<file path="config.mk">
export PLATFORM = sky130hd
export DESIGN_NAME = bcsg_ctrl
export DESIGN_NICKNAME = d
export VERILOG_FILES = /design/src/rtl/bcsg_pkg.sv /design/src/rtl/bcsg_ctrl.sv
export SDC_FILE = /design/constraint.sdc
export NUM_CORES = 1
export LEC_CHECK = 0
export BUFFER_PORTS_ARGS = -buffer_cell sky130_fd_sc_hd__buf_4
export CAP_MARGIN = 40
export CELL_PAD_IN_SITES_DETAIL_PLACEMENT = 1
export CELL_PAD_IN_SITES_GLOBAL_PLACEMENT = 1
export CORE_AREA = 3 3 40 42
export CTS_CLUSTER_DIAMETER = 100
export DETAILED_ROUTE_END_ITERATION = 6
export DIE_AREA = 0 0 43 45
export GPL_TIMING_DRIVEN = 0
export PLACE_DENSITY = 0.71
export SETUP_SLACK_MARGIN = 0.3
export SYNTH_ARGS = -nofsm -noshare
export SYNTH_HDL_FRONTEND = slang
export SYNTH_SLANG_ARGS = --single-unit
</file>
<file path="constraint.sdc">
create_clock -name clk -period 1.1 [get_ports clk]
set_input_delay 0.22 -clock clk [delete_from_list [all_inputs] [get_ports clk]]
set_output_delay 0.22 -clock clk [all_outputs]
set_load 0.02 [all_outputs]
</file>
<file path="src/rtl/bcsg_pkg.sv">
// bcsg_pkg: word types, fixed-point constants, register indexes, FSM states
// and the binomial coefficient table for the Bezier segment generator.
// No dependencies.
`timescale 1ns / 1ps

package bcsg_pkg;

	// fixed point: unsigned blends with FRAC_BITS fraction bits, 1.0 included
	localparam int FRAC_BITS = 30;
	localparam int Q_W       = FRAC_BITS + 1;
	localparam logic [Q_W-1:0] Q_ONE = Q_W'(1) << FRAC_BITS;

	localparam int COORD_W  = 16;
	localparam int DEGREE_W = 4;
	localparam int STEPS_W  = 7;
	localparam int CFG_W    = 7;

	// binomials for every degree the 4-bit register can hold
	localparam int BINOM_N = 16;
	localparam int BINOM_W = 13;
	// point times binomial, and that times a blend
	localparam int PC_W    = COORD_W + BINOM_W + 1;
	localparam int PROD_W  = PC_W + Q_W + 1;
	localparam int ACC_W   = COORD_W + FRAC_BITS + 2;

	// register indexes
	localparam logic CFG_DEGREE = 1'b0;
	localparam logic CFG_STEPS  = 1'b1;

	localparam logic [DEGREE_W-1:0] DEGREE_RESET = 4'd3;
	localparam logic [STEPS_W-1:0]  STEPS_RESET  = 7'd16;

	typedef struct packed {
		logic signed [COORD_W-1:0] point_x;
		logic signed [COORD_W-1:0] point_y;
	} in_word_t;

	typedef struct packed {
		logic signed [COORD_W-1:0] seg_start_x;
		logic signed [COORD_W-1:0] seg_start_y;
		logic signed [COORD_W-1:0] seg_end_x;
		logic signed [COORD_W-1:0] seg_end_y;
		logic                      last_segment;
	} out_word_t;

	typedef enum logic [2:0] {
		ST_IDLE,
		ST_DIV,
		ST_STEP,
		ST_LOAD,
		ST_WMUL,
		ST_MAC1,
		ST_MAC2,
		ST_OUT
	} state_t;

	// controller to datapath
	typedef struct packed {
		logic pt_wr;       // store the accepted point
		logic curve_start; // clear point count, arm divider and step counter
		logic div_run;     // one divider iteration
		logic step_start;  // clear sums, k = 0, power = 1.0
		logic k_load;      // blend seed and point*binomial for term k
		logic wmul;        // blend *= (1-u)
		logic mac1;        // term products; power *= u
		logic mac2;        // accumulate, k++
		logic out_load;    // emit segment, advance u
	} cmd_t;

	// datapath to controller
	typedef struct packed {
		logic full;       // this point completes the curve
		logic div_last;
		logic k_is_n;
		logic wcnt_one;
		logic step_last;
		logic out_free;
	} status_t;

	typedef logic [BINOM_N-1:0][BINOM_N-1:0][BINOM_W-1:0] binom_tab_t;

	// Pascal triangle, evaluated at elaboration
	function automatic binom_tab_t build_binom();
		binom_tab_t t;
		t = '0;
		for (int n = 0; n < BINOM_N; n++) begin
			t[n][0] = BINOM_W'(1);
			for (int k = 1; k <= n; k++) begin
				t[n][k] = t[n-1][k-1] + ((k < n) ? t[n-1][k] : BINOM_W'(0));
			end
		end
		return t;
	endfunction

endpackage

</file>
<file path="src/rtl/bcsg_ctrl.sv">
// bcsg_ctrl: sequencing state machine of the Bezier segment generator.
// Depends on bcsg_pkg (state_t, cmd_t, status_t).
`timescale 1ns / 1ps

module bcsg_ctrl (
	input  logic              clk,
	input  logic              arst_n,
	input  logic              in_valid,
	output logic              in_ready,
	input  bcsg_pkg::status_t sts,
	output bcsg_pkg::cmd_t    cmd
);

	bcsg_pkg::state_t state_q, state_d;

	always_ff @(posedge clk or negedge arst_n) begin
		if (!arst_n) begin
			state_q <= bcsg_pkg::ST_IDLE;
		end else begin
			state_q <= state_d;
		end
	end

	always_comb begin
		state_d  = state_q;
		cmd      = '0;
		in_ready = 1'b0;
		case (state_q)
			bcsg_pkg::ST_IDLE: begin
				in_ready = 1'b1;
				if (in_valid) begin
					cmd.pt_wr = 1'b1;
					if (sts.full) begin
						cmd.curve_start = 1'b1;
						state_d = bcsg_pkg::ST_DIV;
					end
				end
			end
			bcsg_pkg::ST_DIV: begin
				cmd.div_run = 1'b1;
				if (sts.div_last) begin
					state_d = bcsg_pkg::ST_STEP;
				end
			end
			bcsg_pkg::ST_STEP: begin
				cmd.step_start = 1'b1;
				state_d = bcsg_pkg::ST_LOAD;
			end
			bcsg_pkg::ST_LOAD: begin
				cmd.k_load = 1'b1;
				state_d = sts.k_is_n ? bcsg_pkg::ST_MAC1 : bcsg_pkg::ST_WMUL;
			end
			bcsg_pkg::ST_WMUL: begin
				cmd.wmul = 1'b1;
				if (sts.wcnt_one) begin
					state_d = bcsg_pkg::ST_MAC1;
				end
			end
			bcsg_pkg::ST_MAC1: begin
				cmd.mac1 = 1'b1;
				state_d = bcsg_pkg::ST_MAC2;
			end
			bcsg_pkg::ST_MAC2: begin
				cmd.mac2 = 1'b1;
				state_d = sts.k_is_n ? bcsg_pkg::ST_OUT : bcsg_pkg::ST_LOAD;
			end
			bcsg_pkg::ST_OUT: begin
				if (sts.out_free) begin
					cmd.out_load = 1'b1;
					state_d = sts.step_last ? bcsg_pkg::ST_IDLE : bcsg_pkg::ST_STEP;
				end
			end
			default: begin
				state_d = bcsg_pkg::ST_IDLE;
			end
		endcase
	end

endmodule

</file>
==> results of run 1 <==
[power by group through the flow]
stage	clock, W	sequential, W	combinational [W]
floorplan	0	0.000259	0.000759
global placement	0	0.000280	0.00102
detailed placement	0	0.000280	0.00103
CTS	0.000194	0.000285	0.00139
global route	0.000204	0.000302	0.00165
finish	0.000186	0.000293	0.00153
[cells by family after synthesis]
kind of cell | after synthesis
AOI/OAI and AO/OA | 6
buffers and inverters | 3
DFF | 3
and+or+nand+nor | 22
[per-layer routing]
metal	routed length [µm]	global-route usage	up-vias
met5	0	0	-
met4	0	0.07831	0
met3	52	0.02390	0
met2	615	0.2246	11
met1	387	0.1446	184
li1	-	-	187
[cell usage after synthesis]
library cell	number
nand2_1	5
nor2_1	3
o21ai_0	1
o211a_1	1
and2_1	1
nor3_2	1
a31oi_1	2
and3b_2	2
nand2b_1	2
nand3b_1	1
nor3b_1	2
nor3b_2	1
dfrtp_1	3
nand3b_4	1
and3_1	1
buf_6	1
nand3_1	2
buf_4	2
a21oi_1	2
[cells in the final DEF, fill, tap and decap left out]
cell type | netlist | routed
a21oi_2 | 0 | 1
a21oi_4 | 0 | 1
a31oi_1 | 2 | 2
and2_2 | 0 | 1
and3_4 | 0 | 1
and3b_2 | 2 | 2
buf_4 | 2 | 20
buf_6 | 1 | 8
buf_8 | 0 | 2
clkbuf_1 | 0 | 1
clkbuf_4 | 0 | 3
dfrtp_2 | 0 | 3
dlygate4sd3_1 | 0 | 1
nand2_1 | 5 | 4
nand2_4 | 0 | 1
nand2b_1 | 2 | 1
nand2b_4 | 0 | 1
nand3_1 | 2 | 1
nand3_2 | 0 | 1
nand3b_1 | 1 | 1
nand3b_4 | 1 | 1
nor2_2 | 0 | 2
nor2_4 | 0 | 1
nor3_4 | 0 | 1
nor3b_4 | 0 | 3
o211a_1 | 1 | 1
o21ai_2 | 0 | 1
[per-stage QoR]
stage,utilization,area [µm²],hold slack (ns),power (W),TNS [ns]
floorplan,-,345.3,-0.07559,0.001019,-0.3754
global placement,0.3885,499.2,0.008124,0.001297,-0.9803
detailed placement,0.3885,499.2,0.009182,0.001311,-1.055
CTS,0.5063,650.6,0.2934,0.001865,-2.862
global route,0.5326,684.4,0.3061,0.002156,-3.674
finish,0.5326,684.4,0.3042,0.002010,-2.951
[final cells by class]
type	instances	area, µm²
plain buffers	3	41.29
well taps	15	18.77
repair buffers	28	239.0
fillers	148	600.6
flip-flops and latches	3	78.83
multi-input cells	28	280.3
clock buffers	4	26.28
[worst max-delay path: stages, from the launching register on]
cell,delay (ns)
dfrtp_2,0.44
nor3_4,0.22
and3_4,0.21
buf_6,0.11
[final timing paths]
path                       startpoint         end  slack (ns)
hold reg to reg            state_q[1]  state_q[1]        0.69
hold / removal                 sts[4]  state_q[1]        0.30
setup reg to reg           state_q[1]  state_q[1]       -0.07
setup / recovery           state_q[2]      cmd[7]       -0.32
max in group asynchronous      arst_n  state_q[1]        0.66
min in group asynchronous      arst_n  state_q[0]        0.33
[timing repair]
action | CTS | global route
gates resized for setup | 18 | 4
pin swaps | 5 | 3
hold buffers | 1 | 0
hold endpoints to repair | 3 | 0
endpoints found under the setup margin | 13 | 13
buffers inserted | 7 | 2
==> qor.csv, run 1 <==
metric,value,unit
run status,"complete, but fails checks",
violated checks,setup timing,
post-synthesis xor/xnor area fraction,0,
Final Max Slew Viols,0,
Nets,76,
total number of vias,382,
Max Buffers Root-to-Sink,2,
"Clk Latency, worst-skew pair",0.23,ns
Detailed Routing Iterations Pass 1,1,
critical path class,register to output pin,
largest family of logic cells by synthesized area,simple AND/OR/NAND/NOR gates,
# setup viols final,13,
Worst Skew,0.001424,ns
Sw Pwr,0.0008794,W
Synth Area in Simple Gates,0.5195,
Max VDD drop,1.228,mV
Yosys top cell area share,0.2597,
Syn Nets,43,
clock power share,0.093,
Inserted Diodes,0,
number of global-route vias before repair,443,
Total GRT Usage,0.1282,
area delta synth->final,136.8,%
"Most flops, register",state_q,
Placed Cells,67,
Root Buffer,clkbuf_4,
row cnt,13,
DRT iter0 DRCs,0,
fraction of layout cells with a size suffix above 1,0.8182,
Largest regs,state_q x3,
Synth cell types,19,
Yosys Warn Count,0,
Core Area,1285,µm²
initial antenna violation count,0,
min Tclk post-route,1.423,ns
DIE AREA,1935,µm²
Synth area leaders,"dfrtp_1, and3b_2, nand3b_4, nand2_1, buf_4",
switching share of power,0.4375,
Final Cycle Share,1.294,
dpl ws,-0.1778,ns
mux cell area share after synthesis,0,
CTS tree,yes,
Slew @ Worst Pin,0.1692,ns
CP Max Fanout,4,
"Seq/Total Area, Yosys",0.2597,
unrepaired setup endpoints after global routing,true,
Final Hold Vio Count,0,
Sink Count,3,
global-route wire length before repair,1.863,mm
die height,45,µm
Synth Area in Adders,0,
mapped cell area,289.0,µm²
routed wire length,1.055,mm
global route overflow,0,
IO Port Bufs,18,
Lkg Pwr,0.3325,nW
Die Wd,43,µm
fin worst setup slack,-0.3229,ns
Mean Syn Cell Area,8.501,µm²
hold path depth,3,
Post-route DRC,0,
max FFs per register,3,
WP data arrival,1.20,ns
Ports,19,
CP endpoint kind,output pin,
Seq pwr share,0.146,
Synth area leader,dfrtp_1,
Gate power share,0.762,
worst min-delay path category,primary input to register,
"flops & latches, synth",3,
final cell count without fillers,81,
pin count of the biggest net entering global routing,11,
Int Pwr,0.001131,W
crit start category,register,
Power Density,2937,nW/µm²
Slew HR,0.8869,
Avg WL per Cell,13.02,µm
Compound-Gate Fraction of Synth Area,0.1299,
CTS Buf Count,3,
max-cap violations,0,
routed vias/inst,4.716,
htree depth,1,
worst path required time,0.88,ns
R2R cell count,6,
gpl congestion,0.7214,
Syn Inst Count,34,
Worst-path clk slew,0.04,ns
Max Clk Rate,702.8,MHz
Routed Antenna Nets,0,
Starting Density,0.2249,
Power figures use the tool's default switching activity.
==> run 2: changes to the inputs <==
Settings changed: PLACE_DENSITY 0.71 to not set, PLACE_DENSITY_LB_ADDON set to 0.1, RECOVER_POWER set to 100.
==> qor.csv, run 2 (synthesis results as in run 1) <==
metric,value,unit
run status,"complete, but fails checks",
violated checks,setup timing,
DIE AREA,1935,µm²
Inserted Diodes,0,
Worst-path clk slew,0.04,ns
switching share of power,0.4226,
DRT iter0 DRCs,5,
Sink Count,3,
clock power share,0.090,
Root Buffer,clkbuf_4,
# fillers,131,
routed vias/inst,4.619,
Worst Skew,0.009813,ns
CP endpoint kind,output pin,
Power Total,0.002294,W
fraction of layout cells with a size suffix above 1,0.8261,
gpl congestion,0.7956,
area delta synth->final,162.8,%
Lkg Pwr,0.3637,nW
Fin Hold WS,0.2546,ns
Final Hold Vio Count,0,
Avg WL per Cell,14.32,µm
Slew HR,0.8774,
cell area after layout,759.5,µm²
Post-DP HPWL,667.9,µm
Power Density,3021,nW/µm²
global-route wire length before repair,1.718,mm
Die Wd,43,µm
unrepaired setup endpoints after global routing,true,
Max Clk Rate,698.8,MHz
Final Cycle Share,1.301,
crit start category,register,
total number of vias,388,
die height,45,µm
Slew @ Worst Pin,0.1839,ns
R2R setup slack,-0.18,ns
max FFs per register,3,
"commonest non-fill, non-tap cells in the layout","buf_4, buf_6",
Routed Antenna Nets,0,
Detailed Routing Iterations Pass 1,3,
worst hold start,sts[4],
Final Max Slew Viols,0,
post-route setup TNS,-3.135,ns
Max VDD drop,1.257,mV
"Most flops, register",state_q,
Largest regs,state_q x3,
htree depth,1,
Setup crit start,state_q[0],
Int Pwr,0.001325,W
Hold Crit Endpoint,state_q[1],
Core Area,1285,µm²
"Core Util, Final",0.5910,
worst min-delay path category,primary input to register,
"commonest non-fill, non-tap cell in the layout",buf_4,
pin count of the biggest net entering global routing,11,
Post-route DRC,0,
Starting Density,0.2249,
CP Max Fanout,4,
max-cap violations,0,
"Clk Latency, worst-skew pair",0.25,ns
fin worst setup slack,-0.3311,ns
Max Buffers Root-to-Sink,2,
WP data arrival,1.21,ns
CTS Buf Count,3,
worst path required time,0.88,ns
global route overflow,0,
Seq pwr share,0.134,
# setup viols final,12,
Post-Place Cell Area,499.2,µm²
critical path class,register to output pin,
Worst R2R End,state_q[0],
R2R cell count,6,
routed wire length,1.203,mm
min Tclk post-route,1.431,ns
IO Port Bufs,18,
CTS tree,yes,
Gate power share,0.776,
reg2reg start,state_q[1],
Ports,19,
Total GRT Usage,0.1191,
Nets,79,
hold path depth,3,
initial antenna violation count,0,
number of global-route vias before repair,386,
row cnt,13,
Sw Pwr,0.0009695,W
[run 2: worst max-delay path by stage]
stage                        end  slack [ns]
final                     cmd[7]       -0.33
after global routing      cmd[5]       -0.37
after CTS                 cmd[1]       -0.32
after detailed placement  cmd[0]       -0.21
after global placement    cmd[0]       -0.16
after floorplan           cmd[7]       -0.12
[run 2: per-layer routing]
| layer | vias to the layer above | track usage | wire, µm |
|---|---|---|---|
| met1 | 181 | 0.1349 | 486 |
| met2 | 16 | 0.2006 | 622 |
| met4 | 0 | 0.05422 | 16 |
| met3 | 2 | 0.04382 | 78 |
| met5 | - | 0 | 0 |
| li1 | 189 | - | - |
[run 2: area by class of cell]
type                            count  area (µm²)  share of cell area
Timing Repair Buffer               31       297.8              0.3921
Multi-Input combinational cell     28       292.8              0.3855
Sequential cell                     3       78.83              0.1038
Buffer                              3       45.04             0.05931
Clock buffer                        4       26.28             0.03460
Tap cell                           15       18.77             0.02471
[run 2: power by group through the flow]
stage          combinational, W  clock (W)  sequential, W
2_1_floorplan          0.000759          0       0.000259
3_3_place_gp            0.00100          0       0.000281
3_5_place_dp            0.00103          0       0.000285
4_1_cts                 0.00143   0.000203       0.000290
5_1_grt                 0.00188   0.000225       0.000317
6_report                0.00178   0.000206       0.000308
[run 2: critical path, stage by stage (launching register included)]
cell and delay (ns):
dfrtp_2 0.45, nor3_4 0.20, and3_4 0.20, buf_6 0.11
[run 2: repair_timing]
action / CTS / global route
pin swaps: 5 / 9
endpoints found under the setup margin: 13 / 13
endpoints found under the hold margin: 3 / 0
hold buffers: 1 / 0
cloned: 0 / 1
gates resized for setup: 19 / 13
buffers inserted: 8 / 3
[run 2: metrics by stage]
stage,std cells,setup slack [ns]
6_report,84,-0.3311
5_1_grt,84,-0.3704
4_1_cts,80,-0.3238
3_5_place_dp,67,-0.2058
3_3_place_gp,67,-0.1645
2_1_floorplan,34,-0.1166
==> run 3: changes to the inputs <==
--- a/config.mk
+++ b/config.mk
@@ -6,5 +6,5 @@
 export NUM_CORES = 1
 export LEC_CHECK = 0
-export BUFFER_PORTS_ARGS = -buffer_cell sky130_fd_sc_hd__buf_4
+export BUFFER_PORTS_ARGS = -buffer_cell sky130_fd_sc_hd__buf_2
 export CAP_MARGIN = 40
 export CELL_PAD_IN_SITES_DETAIL_PLACEMENT = 1
==> constraint.sdc (replaced) <==
create_clock -name clk -period 1.1 [get_ports clk]
set_input_delay 0.11 -clock clk [delete_from_list [all_inputs] [get_ports clk]]
set_output_delay 0.11 -clock clk [all_outputs]
set_load 0.02 [all_outputs]
==> qor.csv, run 3 (synthesis results as in run 1) <==
metric,value,unit
run status,"complete, but fails checks",
violated checks,setup timing,
Hold Crit Endpoint,state_q[1],
Max VDD drop,1.412,mV
Worst Skew,0.007930,ns
Starting Density,0.2249,
DRT iter0 DRCs,1,
pin count of the biggest net entering global routing,8,
"commonest non-fill, non-tap cell in the layout",buf_6,
reg2reg start,state_q[2],
hold path depth,3,
IO Port Bufs,18,
routed wire length,1.238,mm
Die Wd,43,µm
CP Max Fanout,3,
CP endpoint kind,output pin,
max-cap violations,0,
critical path class,register to output pin,
Worst R2R End,state_q[1],
Slew HR,0.8741,
# setup viols final,13,
CTS tree,yes,
Gate power share,0.797,
routed vias/inst,4.833,
row cnt,13,
Placed Cells,67,
final cell count without fillers,84,
Max Buffers Root-to-Sink,2,
global-route wire length before repair,2.056,mm
R2R setup slack,-0.06,ns
fin worst setup slack,-0.2164,ns
Final Max Slew Viols,0,
Total GRT Usage,0.1443,
Post-route DRC,0,
Routed Antenna Nets,0,
Sink Count,3,
unrepaired setup endpoints after global routing,true,
Nets,79,
"Core Util, Final",0.6115,
area delta synth->final,171.9,%
Sw Pwr,0.001056,W
Seq pwr share,0.121,
number of global-route vias before repair,433,
clock power share,0.082,
DIE AREA,1935,µm²
WP data arrival,1.21,ns
htree depth,1,
worst path required time,0.99,ns
Inserted Diodes,0,
Largest regs,state_q x3,
die height,45,µm
Worst-path clk slew,0.03,ns
"Most flops, register",state_q,
max FFs per register,3,
initial antenna violation count,0,
Avg WL per Cell,14.74,µm
gpl congestion,0.7867,
Max Clk Rate,759.7,MHz
Power Density,3125,nW/µm²
worst hold start,sts[4],
Slew @ Worst Pin,0.1889,ns
R2R cell count,5,
min Tclk post-route,1.316,ns
Final Cycle Share,1.197,
total number of vias,406,
global route overflow,0,
fraction of layout cells with a size suffix above 1,0.8551,
"commonest non-fill, non-tap cells in the layout","buf_6, buf_2, buf_4",
CTS Buf Count,3,
Lkg Pwr,0.3637,nW
switching share of power,0.4299,
worst min-delay path category,primary input to register,
Detailed Routing Iterations Pass 1,2,
Int Pwr,0.001400,W
crit start category,register,
"Clk Latency, worst-skew pair",0.24,ns
Root Buffer,clkbuf_4,
Ports,19,
Final Hold Vio Count,0,
Core Area,1285,µm²
Post-DP HPWL,669,µm
## run 3: how the worst max path moves through the flow
stage | from | slack (ns) | to
finish | state_q[1] | -0.22 | cmd[7]
global route | state_q[1] | -0.25 | cmd[7]
CTS | state_q[2] | -0.23 | cmd[3]
detailed placement | state_q[1] | -0.1 | cmd[0]
global placement | state_q[1] | -0.07 | cmd[0]
floorplan | state_q[1] | -0.007 | cmd[7]
## run 3: critical path: stages (launching register included)
cell,delay [ns]
dfrtp_2,0.44
nor3_4,0.22
and3_4,0.21
buf_6,0.11
## run 3: area by class of cell
class,instances,area [µm²]
Buffer,3,41.29
Clock buffer,4,26.28
Fill cell,138,499.2
Multi-Input combinational cell,28,332.8
Sequential cell,3,78.83
Tap cell,15,18.77
Timing Repair Buffer,31,287.8
## run 3: metrics by stage
stage	hold slack [ns]	power, W	cell area, µm²	TNS, ns	setup slack (ns)
2_1_floorplan	-0.1856	0.001019	345.3	-0.006578	-0.006578
3_3_place_gp	-0.09652	0.001211	454.2	-0.1976	-0.07053
3_5_place_dp	-0.09238	0.001243	454.2	-0.3424	-0.09742
4_1_cts	0.1841	0.002150	698.2	-2.000	-0.2323
5_1_grt	0.2077	0.002600	785.8	-2.380	-0.2494
6_report	0.1945	0.002456	785.8	-1.922	-0.2164
## run 3: power by group through the flow
stage / Combinational, W / Clock [W] / Sequential (W)
6_report: 0.00196 / 0.000202 / 0.000296
5_1_grt: 0.00208 / 0.000210 / 0.000307
4_1_cts: 0.00163 / 0.000214 / 0.000304
3_5_place_dp: 0.000960 / 0 / 0.000283
3_3_place_gp: 0.000929 / 0 / 0.000282
2_1_floorplan: 0.000759 / 0 / 0.000259
## run 3: routing by layer
layer | track usage | vias up | wire length (µm)
met1 | 0.1695 | 195 | 534
met3 | 0.03187 | 2 | 71
met5 | 0 | - | 0
met4 | 0.07229 | 0 | 21
li1 | - | 193 | -
met2 | 0.2485 | 16 | 611
## run 3: repair_timing
action	in CTS	in global routing
buffers inserted	10	1
hold endpoints to repair	3	0
gates cloned	1	0
pin swaps	8	5
gates resized for setup	34	18
hold buffers	1	0
endpoints found under the setup margin	13	13
